**src/hdl/tcc_pkg.sv**
```systemverilog
// ----------------------------------------------------------------------------
// tcc_pkg
// Widths, constants and command types shared by the console unit modules.
// ----------------------------------------------------------------------------
`default_nettype none

package tcc_pkg;

    localparam int ESCAPE_DEPTH = 8;
    localparam int TAB_WIDTH    = 4;
    localparam int QUEUE_DEPTH  = 2;

    localparam int QPTR_W     = (QUEUE_DEPTH > 1) ? $clog2(QUEUE_DEPTH) : 1;
    localparam int QCNT_W     = $clog2(QUEUE_DEPTH + 1);
    localparam int DRAW_CNT_W = $clog2(TAB_WIDTH + 1);

    localparam int CHAR_W    = 8;
    localparam int COL_W     = 9;
    localparam int ROW_W     = 8;
    localparam int GEOM_W    = 8;
    localparam int GLYPH_W   = 7;
    localparam int PEN_W     = 3;
    localparam int ESC_CNT_W = 4;
    localparam int ACC_W     = 32;
    localparam int CFG_IDX_W = 2;

    localparam logic KIND_DRAW   = 1'b0;
    localparam logic KIND_SCROLL = 1'b1;

    localparam logic [GLYPH_W-1:0] GLYPH_SPACE = 7'h20;
    localparam logic [GLYPH_W-1:0] GLYPH_DEL   = 7'h7f;

    typedef struct packed {
        logic                  col_dec;
        logic                  col_clr;
        logic                  newline;
        logic [DRAW_CNT_W-1:0] ndraw;
        logic [GLYPH_W-1:0]    glyph;
        logic                  pen_wr;
        logic [PEN_W-1:0]      pen_val;
    } cmd_t;

    typedef struct packed {
        logic [GEOM_W-1:0] text_columns;
        logic [GEOM_W-1:0] text_rows;
    } geom_t;

endpackage

`default_nettype wire

```
**src/hdl/tcc_front.sv**
```systemverilog
// ----------------------------------------------------------------------------
// tcc_front
// Accepts character beats, runs the escape color parser and classifies each
// character into a cursor command for the back end.
// ----------------------------------------------------------------------------
`default_nettype none

module tcc_front
    import tcc_pkg::*;
(
    input  wire logic              clk,
    input  wire logic              rst_n,
    input  wire logic              parser_enable,
    input  wire logic              in_valid,
    output logic                   in_ready,
    input  wire logic [CHAR_W-1:0] char_code,
    input  wire logic              q_full,
    output logic                   q_push,
    output cmd_t                   q_cmd
);

    localparam logic [CHAR_W-1:0] CH_NUL = 8'h00;
    localparam logic [CHAR_W-1:0] CH_BS  = 8'h08;
    localparam logic [CHAR_W-1:0] CH_TAB = 8'h09;
    localparam logic [CHAR_W-1:0] CH_LF  = 8'h0a;
    localparam logic [CHAR_W-1:0] CH_CR  = 8'h0d;
    localparam logic [CHAR_W-1:0] CH_ESC = 8'h1b;

    localparam logic [GLYPH_W-1:0] GLYPH_LBRACKET = 7'h5b;
    localparam logic [GLYPH_W-1:0] GLYPH_M        = 7'h6d;
    localparam logic [GLYPH_W-1:0] GLYPH_ZERO     = 7'h30;

    localparam logic [ACC_W-1:0] PEN_CODE_LO = 32'd30;
    localparam logic [ACC_W-1:0] PEN_CODE_HI = 32'd37;

    logic                 esc_active_reg, esc_active_next;
    logic                 toggle_reg, toggle_next;
    logic [ESC_CNT_W-1:0] esc_cnt_reg, esc_cnt_next;
    logic                 bracket_reg, bracket_next;
    logic [ACC_W-1:0]     acc_reg, acc_next;

    logic                 accept;
    logic                 drop;
    logic                 start;
    logic                 parsing;
    logic [GLYPH_W-1:0]   g;
    logic                 col_dec;
    logic                 col_clr;
    logic                 newline;
    logic [DRAW_CNT_W-1:0] ndraw;
    logic [ESC_CNT_W-1:0] pos;
    logic [ESC_CNT_W-1:0] pos_p1;
    logic [ACC_W-1:0]     acc_base;
    logic [ACC_W-1:0]     acc_step;
    logic                 bracket_upd;
    logic                 pen_wr;
    logic [PEN_W-1:0]     pen_val;

    assign in_ready = !q_full;
    assign accept   = in_valid && in_ready;

    always_comb
    begin
        g       = char_code[GLYPH_W-1:0];
        drop    = 1'b0;
        start   = 1'b0;
        col_dec = 1'b0;
        col_clr = 1'b0;
        newline = 1'b0;
        ndraw   = '0;
        case (char_code)
            CH_NUL:
            begin
                g = '0;
            end
            CH_BS:
            begin
                g       = GLYPH_SPACE;
                col_dec = 1'b1;
                ndraw   = DRAW_CNT_W'(1);
            end
            CH_CR:
            begin
                col_clr = 1'b1;
            end
            CH_LF:
            begin
                newline = 1'b1;
            end
            CH_TAB:
            begin
                g     = GLYPH_SPACE;
                ndraw = DRAW_CNT_W'(TAB_WIDTH);
            end
            CH_ESC:
            begin
                if (parser_enable)
                begin
                    start = 1'b1;
                end
                else
                begin
                    g     = GLYPH_SPACE;
                    ndraw = DRAW_CNT_W'(1);
                end
            end
            default:
            begin
                drop  = (g < GLYPH_SPACE) || (g == GLYPH_DEL);
                ndraw = DRAW_CNT_W'(1);
            end
        endcase
    end

    assign parsing  = parser_enable && (start || esc_active_reg);
    assign pos      = start ? '0 : esc_cnt_reg;
    assign pos_p1   = pos + ESC_CNT_W'(1);
    assign acc_base = start ? '0 : acc_reg;
    assign acc_step = (acc_base << 3) + (acc_base << 1) + ACC_W'(g) - ACC_W'(GLYPH_ZERO);

    always_comb
    begin
        bracket_upd = start ? 1'b0 : bracket_reg;
        if (pos == ESC_CNT_W'(1))
        begin
            bracket_upd = (g == GLYPH_LBRACKET);
        end
    end

    always_comb
    begin
        pen_val = '0;
        if (acc_base inside {[PEN_CODE_LO:PEN_CODE_HI]})
        begin
            pen_val = PEN_W'(acc_base - PEN_CODE_LO);
        end
    end

    assign pen_wr = (g == GLYPH_M) && bracket_upd && !toggle_reg;

    always_comb
    begin
        esc_active_next = esc_active_reg;
        toggle_next     = toggle_reg;
        esc_cnt_next    = esc_cnt_reg;
        bracket_next    = bracket_reg;
        acc_next        = acc_reg;
        if (accept && !drop && parsing)
        begin
            esc_cnt_next = pos_p1;
            bracket_next = bracket_upd;
            acc_next     = acc_base;
            if ((pos >= ESC_CNT_W'(2)) && (g != GLYPH_M))
            begin
                acc_next = acc_step;
            end
            if (g == GLYPH_M)
            begin
                esc_active_next = 1'b0;
                toggle_next     = !toggle_reg;
            end
            else if (pos_p1 == ESC_CNT_W'(ESCAPE_DEPTH))
            begin
                esc_active_next = 1'b0;
                toggle_next     = 1'b0;
            end
            else
            begin
                esc_active_next = 1'b1;
            end
        end
    end

    always_comb
    begin
        q_cmd = '0;
        if (parsing)
        begin
            q_cmd.col_dec = col_dec;
            q_cmd.col_clr = col_clr;
            q_cmd.pen_wr  = pen_wr;
            q_cmd.pen_val = pen_val;
            q_push        = accept && !drop && (col_dec || col_clr || pen_wr);
        end
        else
        begin
            q_cmd.col_dec = col_dec;
            q_cmd.col_clr = col_clr;
            q_cmd.newline = newline;
            q_cmd.ndraw   = ndraw;
            q_cmd.glyph   = g;
            q_push        = accept && !drop &&
                            (col_dec || col_clr || newline || (ndraw != '0));
        end
    end

    always_ff @(posedge clk or negedge rst_n)
    begin
        if (!rst_n)
        begin
            esc_active_reg <= 1'b0;
            toggle_reg     <= 1'b0;
            esc_cnt_reg    <= '0;
            bracket_reg    <= 1'b0;
            acc_reg        <= '0;
        end
        else
        begin
            esc_active_reg <= esc_active_next;
            toggle_reg     <= toggle_next;
            esc_cnt_reg    <= esc_cnt_next;
            bracket_reg    <= bracket_next;
            acc_reg        <= acc_next;
        end
    end

endmodule

`default_nettype wire

```
**src/hdl/tcc_cmd_fifo.sv**
```systemverilog
// ----------------------------------------------------------------------------
// tcc_cmd_fifo
// Short command queue between the classifier front and the cursor back end.
// ----------------------------------------------------------------------------
`default_nettype none

module tcc_cmd_fifo
    import tcc_pkg::*;
(
    input  wire logic clk,
    input  wire logic rst_n,
    input  wire logic push,
    input  wire cmd_t push_cmd,
    output logic      full,
    input  wire logic pop,
    output cmd_t      pop_cmd,
    output logic      empty
);

    cmd_t              mem_reg [QUEUE_DEPTH];
    logic [QPTR_W-1:0] wr_ptr_reg, wr_ptr_next;
    logic [QPTR_W-1:0] rd_ptr_reg, rd_ptr_next;
    logic [QCNT_W-1:0] count_reg, count_next;
    logic              do_push;
    logic              do_pop;

    assign full    = (count_reg == QCNT_W'(QUEUE_DEPTH));
    assign empty   = (count_reg == '0);
    assign do_push = push && !full;
    assign do_pop  = pop && !empty;
    assign pop_cmd = mem_reg[rd_ptr_reg];

    always_comb
    begin
        wr_ptr_next = wr_ptr_reg;
        rd_ptr_next = rd_ptr_reg;
        count_next  = count_reg;
        if (do_push)
        begin
            wr_ptr_next = (wr_ptr_reg == QPTR_W'(QUEUE_DEPTH - 1)) ? '0 : wr_ptr_reg + 1'b1;
        end
        if (do_pop)
        begin
            rd_ptr_next = (rd_ptr_reg == QPTR_W'(QUEUE_DEPTH - 1)) ? '0 : rd_ptr_reg + 1'b1;
        end
        if (do_push && !do_pop)
        begin
            count_next = count_reg + 1'b1;
        end
        else if (do_pop && !do_push)
        begin
            count_next = count_reg - 1'b1;
        end
    end

    always_ff @(posedge clk)
    begin
        if (do_push)
        begin
            mem_reg[wr_ptr_reg] <= push_cmd;
        end
    end

    always_ff @(posedge clk or negedge rst_n)
    begin
        if (!rst_n)
        begin
            wr_ptr_reg <= '0;
            rd_ptr_reg <= '0;
            count_reg  <= '0;
        end
        else
        begin
            wr_ptr_reg <= wr_ptr_next;
            rd_ptr_reg <= rd_ptr_next;
            count_reg  <= count_next;
        end
    end

endmodule

`default_nettype wire

```
**src/hdl/tcc_back.sv**
```systemverilog
// ----------------------------------------------------------------------------
// tcc_back
// Cursor sequencer: pops commands, moves the cursor, draws one cell per cycle
// while the output register is free and raises scroll beats on the last row.
// ----------------------------------------------------------------------------
`default_nettype none

module tcc_back
    import tcc_pkg::*;
(
    input  wire logic              clk,
    input  wire logic              rst_n,
    input  wire geom_t             geom,
    input  wire logic              q_empty,
    input  wire cmd_t              q_cmd,
    output logic                   q_pop,
    output logic                   out_valid,
    input  wire logic              out_ready,
    output logic                   kind,
    output logic [COL_W-1:0]       cell_column,
    output logic [ROW_W-1:0]       cell_row,
    output logic [GLYPH_W-1:0]     glyph,
    output logic [PEN_W-1:0]       color_index,
    output logic                   last
);

    typedef enum logic [1:0] {
        ST_IDLE,
        ST_DRAW,
        ST_END
    } state_t;

    state_t                state_reg, state_next;
    logic [COL_W-1:0]      col_reg, col_next;
    logic [ROW_W-1:0]      row_reg, row_next;
    logic [PEN_W-1:0]      pen_reg, pen_next;
    logic [GLYPH_W-1:0]    glyph_reg, glyph_next;
    logic [DRAW_CNT_W-1:0] cnt_reg, cnt_next;
    logic                  line_end_reg, line_end_next;

    logic                  out_valid_reg, out_valid_next;
    logic                  kind_reg, kind_next;
    logic [COL_W-1:0]      cell_column_reg, cell_column_next;
    logic [ROW_W-1:0]      cell_row_reg, cell_row_next;
    logic [GLYPH_W-1:0]    out_glyph_reg, out_glyph_next;
    logic [PEN_W-1:0]      color_reg, color_next;
    logic                  last_reg, last_next;

    logic                  slot_free;
    logic [COL_W:0]        col_p1;
    logic [ROW_W:0]        row_p1;
    logic                  col_hit;
    logic                  row_ok;
    logic                  le;
    logic                  le_after;

    assign slot_free = !out_valid_reg || out_ready;
    assign col_p1    = {1'b0, col_reg} + 1'b1;
    assign row_p1    = {1'b0, row_reg} + 1'b1;
    assign col_hit   = (col_p1 >= (COL_W + 1)'(geom.text_columns));
    assign row_ok    = (row_p1 < (ROW_W + 1)'(geom.text_rows));
    assign le        = line_end_reg || col_hit;
    assign le_after  = le && !row_ok;

    always_comb
    begin
        state_next       = state_reg;
        col_next         = col_reg;
        row_next         = row_reg;
        pen_next         = pen_reg;
        glyph_next       = glyph_reg;
        cnt_next         = cnt_reg;
        line_end_next    = line_end_reg;
        out_valid_next   = out_valid_reg && !out_ready;
        kind_next        = kind_reg;
        cell_column_next = cell_column_reg;
        cell_row_next    = cell_row_reg;
        out_glyph_next   = out_glyph_reg;
        color_next       = color_reg;
        last_next        = last_reg;
        q_pop            = 1'b0;
        case (state_reg)
            ST_IDLE:
            begin
                if (!q_empty)
                begin
                    q_pop = 1'b1;
                    if (q_cmd.col_dec)
                    begin
                        col_next = (col_reg == '0) ? '0 : col_reg - 1'b1;
                    end
                    else if (q_cmd.col_clr)
                    begin
                        col_next = '0;
                    end
                    if (q_cmd.pen_wr)
                    begin
                        pen_next = q_cmd.pen_val;
                    end
                    glyph_next    = q_cmd.glyph;
                    cnt_next      = q_cmd.ndraw;
                    line_end_next = q_cmd.newline;
                    if (q_cmd.ndraw != '0)
                    begin
                        state_next = ST_DRAW;
                    end
                    else if (q_cmd.newline)
                    begin
                        state_next = ST_END;
                    end
                end
            end
            ST_DRAW:
            begin
                if (slot_free)
                begin
                    out_valid_next   = 1'b1;
                    kind_next        = KIND_DRAW;
                    cell_column_next = col_reg;
                    cell_row_next    = row_reg;
                    out_glyph_next   = glyph_reg;
                    color_next       = pen_reg;
                    last_next        = (cnt_reg == DRAW_CNT_W'(1)) && !le_after;
                    if (le && row_ok)
                    begin
                        col_next = '0;
                        row_next = row_p1[ROW_W-1:0];
                    end
                    else
                    begin
                        col_next = col_p1[COL_W-1:0];
                    end
                    line_end_next = le_after;
                    cnt_next      = cnt_reg - 1'b1;
                    if (cnt_reg == DRAW_CNT_W'(1))
                    begin
                        state_next = le_after ? ST_END : ST_IDLE;
                    end
                end
            end
            ST_END:
            begin
                if (row_ok)
                begin
                    row_next      = row_p1[ROW_W-1:0];
                    pen_next      = '0;
                    col_next      = '0;
                    line_end_next = 1'b0;
                    state_next    = ST_IDLE;
                end
                else if (slot_free)
                begin
                    out_valid_next   = 1'b1;
                    kind_next        = KIND_SCROLL;
                    cell_column_next = '0;
                    cell_row_next    = '0;
                    out_glyph_next   = '0;
                    color_next       = '0;
                    last_next        = 1'b1;
                    col_next         = '0;
                    line_end_next    = 1'b0;
                    state_next       = ST_IDLE;
                end
            end
            default:
            begin
                state_next = ST_IDLE;
            end
        endcase
    end

    always_ff @(posedge clk or negedge rst_n)
    begin
        if (!rst_n)
        begin
            state_reg       <= ST_IDLE;
            col_reg         <= '0;
            row_reg         <= '0;
            pen_reg         <= '0;
            glyph_reg       <= '0;
            cnt_reg         <= '0;
            line_end_reg    <= 1'b0;
            out_valid_reg   <= 1'b0;
            kind_reg        <= KIND_DRAW;
            cell_column_reg <= '0;
            cell_row_reg    <= '0;
            out_glyph_reg   <= '0;
            color_reg       <= '0;
            last_reg        <= 1'b0;
        end
        else
        begin
            state_reg       <= state_next;
            col_reg         <= col_next;
            row_reg         <= row_next;
            pen_reg         <= pen_next;
            glyph_reg       <= glyph_next;
            cnt_reg         <= cnt_next;
            line_end_reg    <= line_end_next;
            out_valid_reg   <= out_valid_next;
            kind_reg        <= kind_next;
            cell_column_reg <= cell_column_next;
            cell_row_reg    <= cell_row_next;
            out_glyph_reg   <= out_glyph_next;
            color_reg       <= color_next;
            last_reg        <= last_next;
        end
    end

    assign out_valid   = out_valid_reg;
    assign kind        = kind_reg;
    assign cell_column = cell_column_reg;
    assign cell_row    = cell_row_reg;
    assign glyph       = out_glyph_reg;
    assign color_index = color_reg;
    assign last        = last_reg;

endmodule

`default_nettype wire

```
**src/hdl/text_console_cursor_ansi_color_unit.sv**
```systemverilog
// ----------------------------------------------------------------------------
// text_console_cursor_ansi_color_unit
// Text console cursor with an escape color parser: characters in, glyph draw
// and scroll beats out.
//
//   channel | direction | handshake            | payload
//   --------+-----------+----------------------+-------------------------------
//   in      | to unit   | in_valid / in_ready  | char_code
//   out     | from unit | out_valid / out_ready| kind, cell_column, cell_row,
//           |           |                      | glyph, color_index, last
//   cfg     | to unit   | cfg_valid / cfg_ready| cfg_index, cfg_data
//
// The front takes one character per cycle into a two-entry command queue
// while the queue is not full. The back sequencer pops a command only in
// its idle state and issues every result beat of that command before it
// pops the next. Reset is asynchronous and takes effect at once; no
// clearing pass follows. A stalled out channel holds the output register;
// the queue then fills and drops in_ready. cfg_ready is always high.
// ----------------------------------------------------------------------------
`default_nettype none

module text_console_cursor_ansi_color_unit
    import tcc_pkg::*;
(
    input  wire logic                 clk,
    input  wire logic                 rst_n,
    input  wire logic                 in_valid,
    output logic                      in_ready,
    input  wire logic [CHAR_W-1:0]    char_code,
    output logic                      out_valid,
    input  wire logic                 out_ready,
    output logic                      kind,
    output logic [COL_W-1:0]          cell_column,
    output logic [ROW_W-1:0]          cell_row,
    output logic [GLYPH_W-1:0]        glyph,
    output logic [PEN_W-1:0]          color_index,
    output logic                      last,
    input  wire logic                 cfg_valid,
    output logic                      cfg_ready,
    input  wire logic [CFG_IDX_W-1:0] cfg_index,
    input  wire logic [GEOM_W-1:0]    cfg_data
);

    localparam logic [CFG_IDX_W-1:0] CFG_TEXT_COLUMNS  = 2'd0;
    localparam logic [CFG_IDX_W-1:0] CFG_TEXT_ROWS     = 2'd1;
    localparam logic [CFG_IDX_W-1:0] CFG_PARSER_ENABLE = 2'd2;

    localparam logic [GEOM_W-1:0] COLUMNS_RESET = 8'd100;
    localparam logic [GEOM_W-1:0] ROWS_RESET    = 8'd30;

    geom_t geom_reg, geom_next;
    logic  parser_en_reg, parser_en_next;

    logic  q_full;
    logic  q_empty;
    logic  q_push;
    logic  q_pop;
    cmd_t  push_cmd;
    cmd_t  pop_cmd;

    assign cfg_ready = 1'b1;

    always_comb
    begin
        geom_next      = geom_reg;
        parser_en_next = parser_en_reg;
        if (cfg_valid && cfg_ready)
        begin
            case (cfg_index)
                CFG_TEXT_COLUMNS:  geom_next.text_columns = cfg_data;
                CFG_TEXT_ROWS:     geom_next.text_rows    = cfg_data;
                CFG_PARSER_ENABLE: parser_en_next         = cfg_data[0];
                default:           parser_en_next         = parser_en_reg;
            endcase
        end
    end

    always_ff @(posedge clk or negedge rst_n)
    begin
        if (!rst_n)
        begin
            geom_reg.text_columns <= COLUMNS_RESET;
            geom_reg.text_rows    <= ROWS_RESET;
            parser_en_reg         <= 1'b1;
        end
        else
        begin
            geom_reg      <= geom_next;
            parser_en_reg <= parser_en_next;
        end
    end

    tcc_front u_front (
        .clk           (clk),
        .rst_n         (rst_n),
        .parser_enable (parser_en_reg),
        .in_valid      (in_valid),
        .in_ready      (in_ready),
        .char_code     (char_code),
        .q_full        (q_full),
        .q_push        (q_push),
        .q_cmd         (push_cmd)
    );

    tcc_cmd_fifo u_cmd_fifo (
        .clk      (clk),
        .rst_n    (rst_n),
        .push     (q_push),
        .push_cmd (push_cmd),
        .full     (q_full),
        .pop      (q_pop),
        .pop_cmd  (pop_cmd),
        .empty    (q_empty)
    );

    tcc_back u_back (
        .clk         (clk),
        .rst_n       (rst_n),
        .geom        (geom_reg),
        .q_empty     (q_empty),
        .q_cmd       (pop_cmd),
        .q_pop       (q_pop),
        .out_valid   (out_valid),
        .out_ready   (out_ready),
        .kind        (kind),
        .cell_column (cell_column),
        .cell_row    (cell_row),
        .glyph       (glyph),
        .color_index (color_index),
        .last        (last)
    );

endmodule

`default_nettype wire

```
**config.mk**
```make
export PLATFORM = sky130hd
export DESIGN_NAME = text_console_cursor_ansi_color_unit
export DESIGN_NICKNAME = d
export VERILOG_FILES = /design/src/hdl/tcc_pkg.sv /design/src/hdl/tcc_front.sv /design/src/hdl/tcc_cmd_fifo.sv /design/src/hdl/tcc_back.sv /design/src/hdl/text_console_cursor_ansi_color_unit.sv
export SDC_FILE = /design/constraint.sdc
export NUM_CORES = 1
export LEC_CHECK = 0
export BUFFER_PORTS_ARGS = -buffer_cell sky130_fd_sc_hd__buf_4
export CORE_MARGIN = 4
export CORE_UTILIZATION = 45
export CTS_CLUSTER_DIAMETER = 60
export DETAILED_ROUTE_END_ITERATION = 8
export GPL_ROUTABILITY_DRIVEN = 0
export PLACE_DENSITY = 0.58
export SYNTH_ARGS = -nofsm -noshare
export SYNTH_HDL_FRONTEND = slang
export SYNTH_SLANG_ARGS = --single-unit
```
**constraint.sdc**
```tcl
create_clock -name clk -period 6.1 [get_ports clk]
set_input_delay 1.22 -clock clk [delete_from_list [all_inputs] [get_ports clk]]
set_output_delay 1.22 -clock clk [all_outputs]
set_load 0.02 [all_outputs]
```
==> metrics, run 1 <==
met2 Usage GRT 30.6%; mean post-synth cell area 9.51 um^2; fmax 181 MHz; crit path DAT 5.84 ns; synthesized area 0.0101 mm^2; critical path depth in cells 18; slowest cell delay on critical path 0.57 ns; layout cells sized above 1 12.5%; CP Buf/Inv Count 1; CP startpoint kind primary input; PnR worst setup slack 0.561 ns; CP top delay family simple AND/OR/NAND/NOR gates; detailed router's first-iteration violation count 409; Req. time, crit path 6.40 ns; part of the Yosys area used for sequential elements 40.2%; Post-synth EDFFs 32; Synth-to-Final Area Change 12.6%; worst reg2reg path depth 17; Inserted Clock Buffers 17; diode count 0; RSZ-0062 raised after global routing false; slowest stage cell, crit path or4_4; synthesized instance count 1058; pre-CTS setup slack 0.116 ns; post-route ant nets 0; drt pass-1 iters 5; number of gates resized after CTS 0; Hold WS 0.477 ns; core box area 0.0219 mm^2; via/cell ratio 5.41; GRT Total Usage 18.7%; I/O Pins 55; Reg2Reg Setup Slack 1.37 ns; final instance area 0.0113 mm^2; vias in the first global route 7515; Rel. slew slack 32.4%; synthesized net count 1197; H-tree depth 4; Critical Path Source char_code[5]; initial antenna violation count 0; crit path capture u_front.acc_reg[31]; met3 Use GR 3.49%; most used routing layer met2; CTS tree built; Initial Util 46.0%; largest net degree at the start of global routing 78; DR WL/cell 15.9 um; area leader, netlist dfrtp_1; clock root cell clkbuf_16; Die W 158 um; Yosys top cell area share 28.6%; HPWL Detailed 16300 um; count of cell types in the netlist 74; first-pass GRT wire length 37400 um; Worst-path clk slew 0.06 ns; worst min-delay path category reg2reg; Hold Crit Start u_back.cell_column[3]; full die area 0.0248 mm^2; Period Utilization, post-route 90.8%; GRT met1 Usage 26.0%; Async SR Flop Fraction 79.4%; drt drc 0; setup_tns 0 ns; Die Y 158 um; final net count 1237; most frequent cell after synthesis nand2_1; num rows 54; Post-CTS Setup Inserts 0; Cell Area, Placed 0.0107 mm^2; Post-synth top cells 144 x nand2_1, 115 x dfrtp_1, 111 x ha_1; Worst Skew 0.0151 ns; Clk Latency, worst-skew pair 0.43 ns; actual slew at the worst max-slew pin 1.01 ns; PortBufs 53; Yosys reg bits 155; Max-cap violations 0; status completed; Crit Path Max Fanout 4; largest cells by area after synthesis dfrtp_1 29%, ha_1 14%, edfxtp_1 9.6%, nand2_1 5.4%, o21ai_0 4.1%; min Tclk post-route 5.54 ns; Critical Path, Cell by Cell buf_4 -> or4_4 -> nor3_4 -> nand2_1 -> and2_1 -> fa_1 -> ha_1 -> ha_1 -> fa_1 -> a211oi_1 -> o21ai_0 -> nand4_1 -> nand3_1 -> o2111a_1 -> o21ai_1 -> a2111oi_0 -> or3_1 -> a32o_1; via count 7531; CP endpoint kind flip-flop; Remaining Overflow, GRT 0; Syn. warnings 0; CTS Hold Bufs 0; final count of hold timing violations 0; clk buf depth 2; worst r2r dst u_front.acc_reg[31]; Setup Viol. Count Final 0; clock sink total 155; final wirelength 22100 um; Primary FF master, synth dfrtp_1; Max Slew Vio Count 0; Worst R2R Start parser_en_reg; Crit Path Category in2reg
## per-stage QoR
step	util, %	cells
after global placement	49.1	1359
final	51.7	1391
after global routing	51.7	1391
after CTS	51.7	1391
after floorplan	-	1058
after detailed placement	49.1	1359
## worst min path at each step
stage | end | slack (ns) | depth (start not counted)
floorplan | u_back.pen_reg[1] | 0.45 | 2
global placement | u_back.kind | 0.46 | 2
detailed placement | u_back.pen_reg[1] | 0.47 | 2
CTS | u_front.acc_reg[0] | 0.48 | 2
global route | u_cmd_fifo.wr_ptr_reg | 0.50 | 1
finish | u_back.cell_column[3] | 0.48 | 2
## cell usage in the layout, fill, tap and decap left out, types with 8 or more instances in the layout
cell type    n
nor2_1      42
nor3_1      13
nand4_1      8
clkbuf_16   17
nand2b_1    11
nand3_1     19
edfxtp_1    32
buf_4       70
dfstp_2      8
nand3b_1     8
inv_1       94
dfrtp_1    115
nand2_1    144
a22o_1      25
and2_1      11
xor2_1      20
a31oi_1      8
a21oi_1     42
a21o_1      28
xnor2_1     29
o31ai_1     11
mux2_2      17
nor4_1       9
and3_1       9
o21ai_0     82
ha_1       111
o21a_1       9
mux2i_1     16
## tightest hold or removal path: stages (launching register included)
cell     delay, ns
dfrtp_1       0.34
nand2_1       0.04
o21ai_0       0.06
## kinds of logic (layout without fill, tap and decap cells)
group	after synthesis	in the layout	synth area share (%)
compound gates	262	262	17.5
buf+inv	143	196	5.51
mux	34	34	3.61
xor+xnor	49	49	4.27
fa+ha+maj	116	116	14.8
flops	155	155	40.2
other cells	1	1	0.0373
simple gates	298	298	14.0
## layout make-up
| type | count | area (um^2) |
|---|---|---|
| repair buffers | 70 | 526 |
| flip-flops and latches | 155 | 4050 |
| well taps | 280 | 350 |
| fillers | 2095 | 10600 |
| multi-input cells | 760 | 5470 |
| clock inverters | 13 | 144 |
| clock buffers | 19 | 433 |
| inverters | 94 | 353 |
## routing by layer
layer | vias to the layer above | part of all wire [%]
li1 | 3811 | -
met1 | 3592 | 49
met2 | 109 | 47
met3 | 19 | 3.2
met4 | 0 | 0.94
met5 | - | 0
Power of run 1 is not shown: default switching activity piles up to over one toggle a cycle in this logic, so the estimate is an artifact.
==> run 2: changes to the inputs <==
--- a/config.mk
+++ b/config.mk
@@ -11,7 +11,9 @@
 export CTS_CLUSTER_DIAMETER = 60
 export DETAILED_ROUTE_END_ITERATION = 8
 export GPL_ROUTABILITY_DRIVEN = 0
+export GPL_TIMING_DRIVEN = 0
 export PLACE_DENSITY = 0.58
 export SYNTH_ARGS = -nofsm -noshare
 export SYNTH_HDL_FRONTEND = slang
+export SYNTH_HIERARCHICAL = 1
 export SYNTH_SLANG_ARGS = --single-unit
==> run 2 against run 1 <==
  * Hold slack improved by 0.014 ns
  * Core utilization barely moved
  * Cell count rose by 1.0%
  * Count of clock-buffer cells in the layout fell by 1
  * Non-clock buffer count rose by 24
  * Sequential share of layout area fell by 0.68 points
  * Worst setup slack got worse by 0.30 ns
  * Sequential cell count rose by 2
  * Register-to-register slack got worse by 0.21 ns
  * Global-route usage fell by 0.55 points
  * Final area rose by 3.5%
  * Routed wire length rose by 2.3%
==> metrics, run 2 <==
Post-synth top cells 115 x dfrtp_1, 111 x ha_1, 106 x nand2_1; placed cells 1373 (+1.0%); worst reg2reg path depth 16 (-1); Hold WS 0.491 ns (+0.0144 ns); drt pass-1 iters 5 (unchanged); Static Leak 5.57 nW; actual slew at the worst max-slew pin 0.925 ns (-0.0897 ns); metal2 WL 10000 um (-3.0%); PnR worst setup slack 0.264 ns (-0.297 ns); initial antenna violation count 0 (unchanged); CTS tree built; Worst-path clk slew 0.07 ns (about the same); Die W 160 um (+1.3%); Yosys reg bits 157 (+1.3%); crit path DAT 6.16 ns (+0.32 ns); Metal-1 WL 11700 um (+7.9%); slowest stage cell, crit path fa_1; mean post-synth cell area 9.97 um^2 (+4.9%); CP endpoint kind flip-flop; final count of hold timing violations 0 (unchanged); part of the Yosys area used for sequential elements 39.8% (-0.47 points); Initial Util 45.6% (-0.33 points); CTS Hold Bufs 0 (unchanged); final net count 1246 (+0.73%); Synth-to-Final Area Change 13.4%; Primary FF master, synth dfrtp_1; DR WL/cell 16.1 um (+1.2%); largest net degree at the start of global routing 70 (-10%); worst ir drop on vdd 0.296 mV; Crit Path Max Fanout 10 (+6); final wirelength 22600 um (+2.3%); leading cell type in the layout, fill and taps excluded dfrtp_1; clock sink total 157 (+1.3%); drt drc 0 (unchanged); pre-CTS setup slack -0.201 ns (-0.316 ns); fmax 171 MHz (-5.1%); Min-Delay Path Depth 1 (-1); synthesized area 0.0103 mm^2 (+2.7%); clk buf depth 2 (unchanged); most frequent cell after synthesis dfrtp_1; Worst Skew 0.00986 ns (-0.00528 ns); synthesized instance count 1036 (-2.1%); CP startpoint kind primary input; Finished Layout Cells 1405 (+1.0%); Post-CTS Setup Inserts 0 (unchanged); I/O Pins 55 (unchanged); first-pass GRT wire length 38000 um (+1.5%); detailed router's first-iteration violation count 379 (-7.3%); Max-cap violations 0 (unchanged); largest cells by area after synthesis dfrtp_1 28%, ha_1 13%, edfxtp_1 9.9%, mux2_2 3.9%, nand2_1 3.9%; min Tclk post-route 5.84 ns (+0.297 ns); synthesized net count 1175 (-1.8%); Clk Latency, worst-skew pair 0.43 ns (about the same); Rel. slew slack 38.3% (+5.9 points); count of cell types in the netlist 80 (+8.1%); Remaining Overflow, GRT 0 (unchanged); post-route ant nets 0 (unchanged); layout cells sized above 1 17.1% (+4.6 points); HPWL Detailed 17200 um (+5.1%); Inserted Clock Buffers 17 (unchanged); Critical Path, Cell by Cell buf_4 -> or3_4 -> nor3_4 -> nand2_1 -> clkbuf_1 -> clkbuf_2 -> and2_1 -> fa_1 -> ha_1 -> ha_1 -> fa_1 -> a21o_1 -> a21oi_1 -> o21ai_1 -> a211oi_2 -> o31ai_1 -> o211ai_1 -> nand3_1 -> a32o_1; CP top delay family compound AO/OA/AOI/OAI gates; clock root cell clkbuf_16; Post-synth EDFFs 34 (+6.3%); GRT Total Usage 18.1% (-0.55 points); RSZ-0062 raised after global routing false; PortBufs 51 (-3.8%); full die area 0.0254 mm^2 (+2.5%); H-tree depth 4 (unchanged); Die Y 160 um (+1.3%); Yosys top cell area share 27.9% (-0.75 points); routed wl met3 717 um (+0.42%); Crit Path Category in2reg; Max Slew Vio Count 0 (unchanged); Syn. warnings 6 (+6); via count 7594 (+0.84%); diode count 0 (unchanged); critical path depth in cells 19 (+1); slowest cell delay on critical path 0.46 ns (-0.11 ns); area leader, netlist dfrtp_1; vias in the first global route 7445 (-0.93%); num rows 55 (+1.9%); pwr/cell area 621 mW/mm^2; Period Utilization, post-route 95.7% (+4.9 points); Largest register FFs 34; Async SR Flop Fraction 78.3% (-1.0 points); status completed; overall power 0.00727 W; most frequent cells in the layout 115 x dfrtp_1, 111 x ha_1, 106 x nand2_1; CP Buf/Inv Count 3 (+2); top sig layer met4; worst min-delay path category reg2reg; Req. time, crit path 6.42 ns (+0.02 ns); Setup Viol. Count Final 0 (unchanged); core box area 0.0226 mm^2 (+3.4%); via/cell ratio 5.40 (-0.17%)
run 2: cell count changes after synthesis, moves of 8 or more:
| cell | previous run | this run |
|---|---|---|
| clkbuf_1 | 37 | 17 |
| o31ai_1 | 11 | 3 |
| a22o_1 | 25 | 34 |
| mux2i_1 | 16 | 8 |
| mux2_2 | 17 | 36 |
| mux2_4 | 0 | 9 |
| nand2_1 | 144 | 106 |
| o21ai_0 | 82 | 40 |
| o21ai_1 | 7 | 25 |
| a21o_1 | 28 | 14 |
run 2: through the flow:
step,instance area [um^2],setup TNS [ns],utilization (%)
global placement,11100,-0.705,48.9
finish,11700,0,51.7
CTS,11700,0,51.7
floorplan,10300,0,-
global route,11700,0,51.7
detailed placement,11100,-0.836,49.0
run 2: routing by layer:
layer | track usage, % | vias up
met5 | 0 | -
met4 | 4.46 | 0
met3 | 3.13 | 13
met2 | 27.4 | 124
met1 | 27.1 | 3628
li1 | - | 3829
run 2: repair_timing:
item / in CTS / in global routing
endpoints found under the hold margin: 0 / 0
resized for setup: 0 / 2
setup endpoints to repair: 0 / 3
run 2: kinds of logic after synthesis:
kind of cell    count (synthesis)  share of synthesized area (%)
simple gates                  286                           14.0
compound gates                227                           15.0
other cells                     2                         0.0727
mux                            53                           6.01
xor+xnor                       54                           4.58
flops                         157                           39.8
buf+inv                       141                           6.09
fa+ha+maj                     116                           14.4
run 2: final cells by class:
| class | instances | area [um^2] |
|---|---|---|
| plain buffers | 42 | 259 |
| clock buffers | 18 | 429 |
| clock inverters | 14 | 184 |
| fillers | 2097 | 10900 |
| inverters | 99 | 372 |
| multi-input cells | 738 | 5590 |
| flip-flops and latches | 157 | 4110 |
| well taps | 285 | 357 |
| repair buffers | 52 | 414 |
run 2: final timing paths:
kind | from | endpoint | slack, ns
setup / recovery | char_code[5] | u_front/acc_reg[25] | 0.26
hold / removal | u_back/glyph_reg[4] | u_back/glyph[4] | 0.49
setup reg to reg | parser_en_reg | u_front/acc_reg[25] | 1.16
hold reg to reg | u_back/glyph_reg[4] | u_back/glyph[4] | 0.49
max in group asynchronous | rst_n | geom_reg[14] | 4.57
min in group asynchronous | rst_n | u_back/cell_row[3] | 0.75
run 2: where the power goes:
group          internal, W  leakage [nW]  total (W)  switching (W)
Sequential         0.00139          1.88    0.00159       0.000205
Clock             0.000653         0.299    0.00110       0.000452
Combinational      0.00193          3.39    0.00457        0.00264
Power figures use the tool's default switching activity.
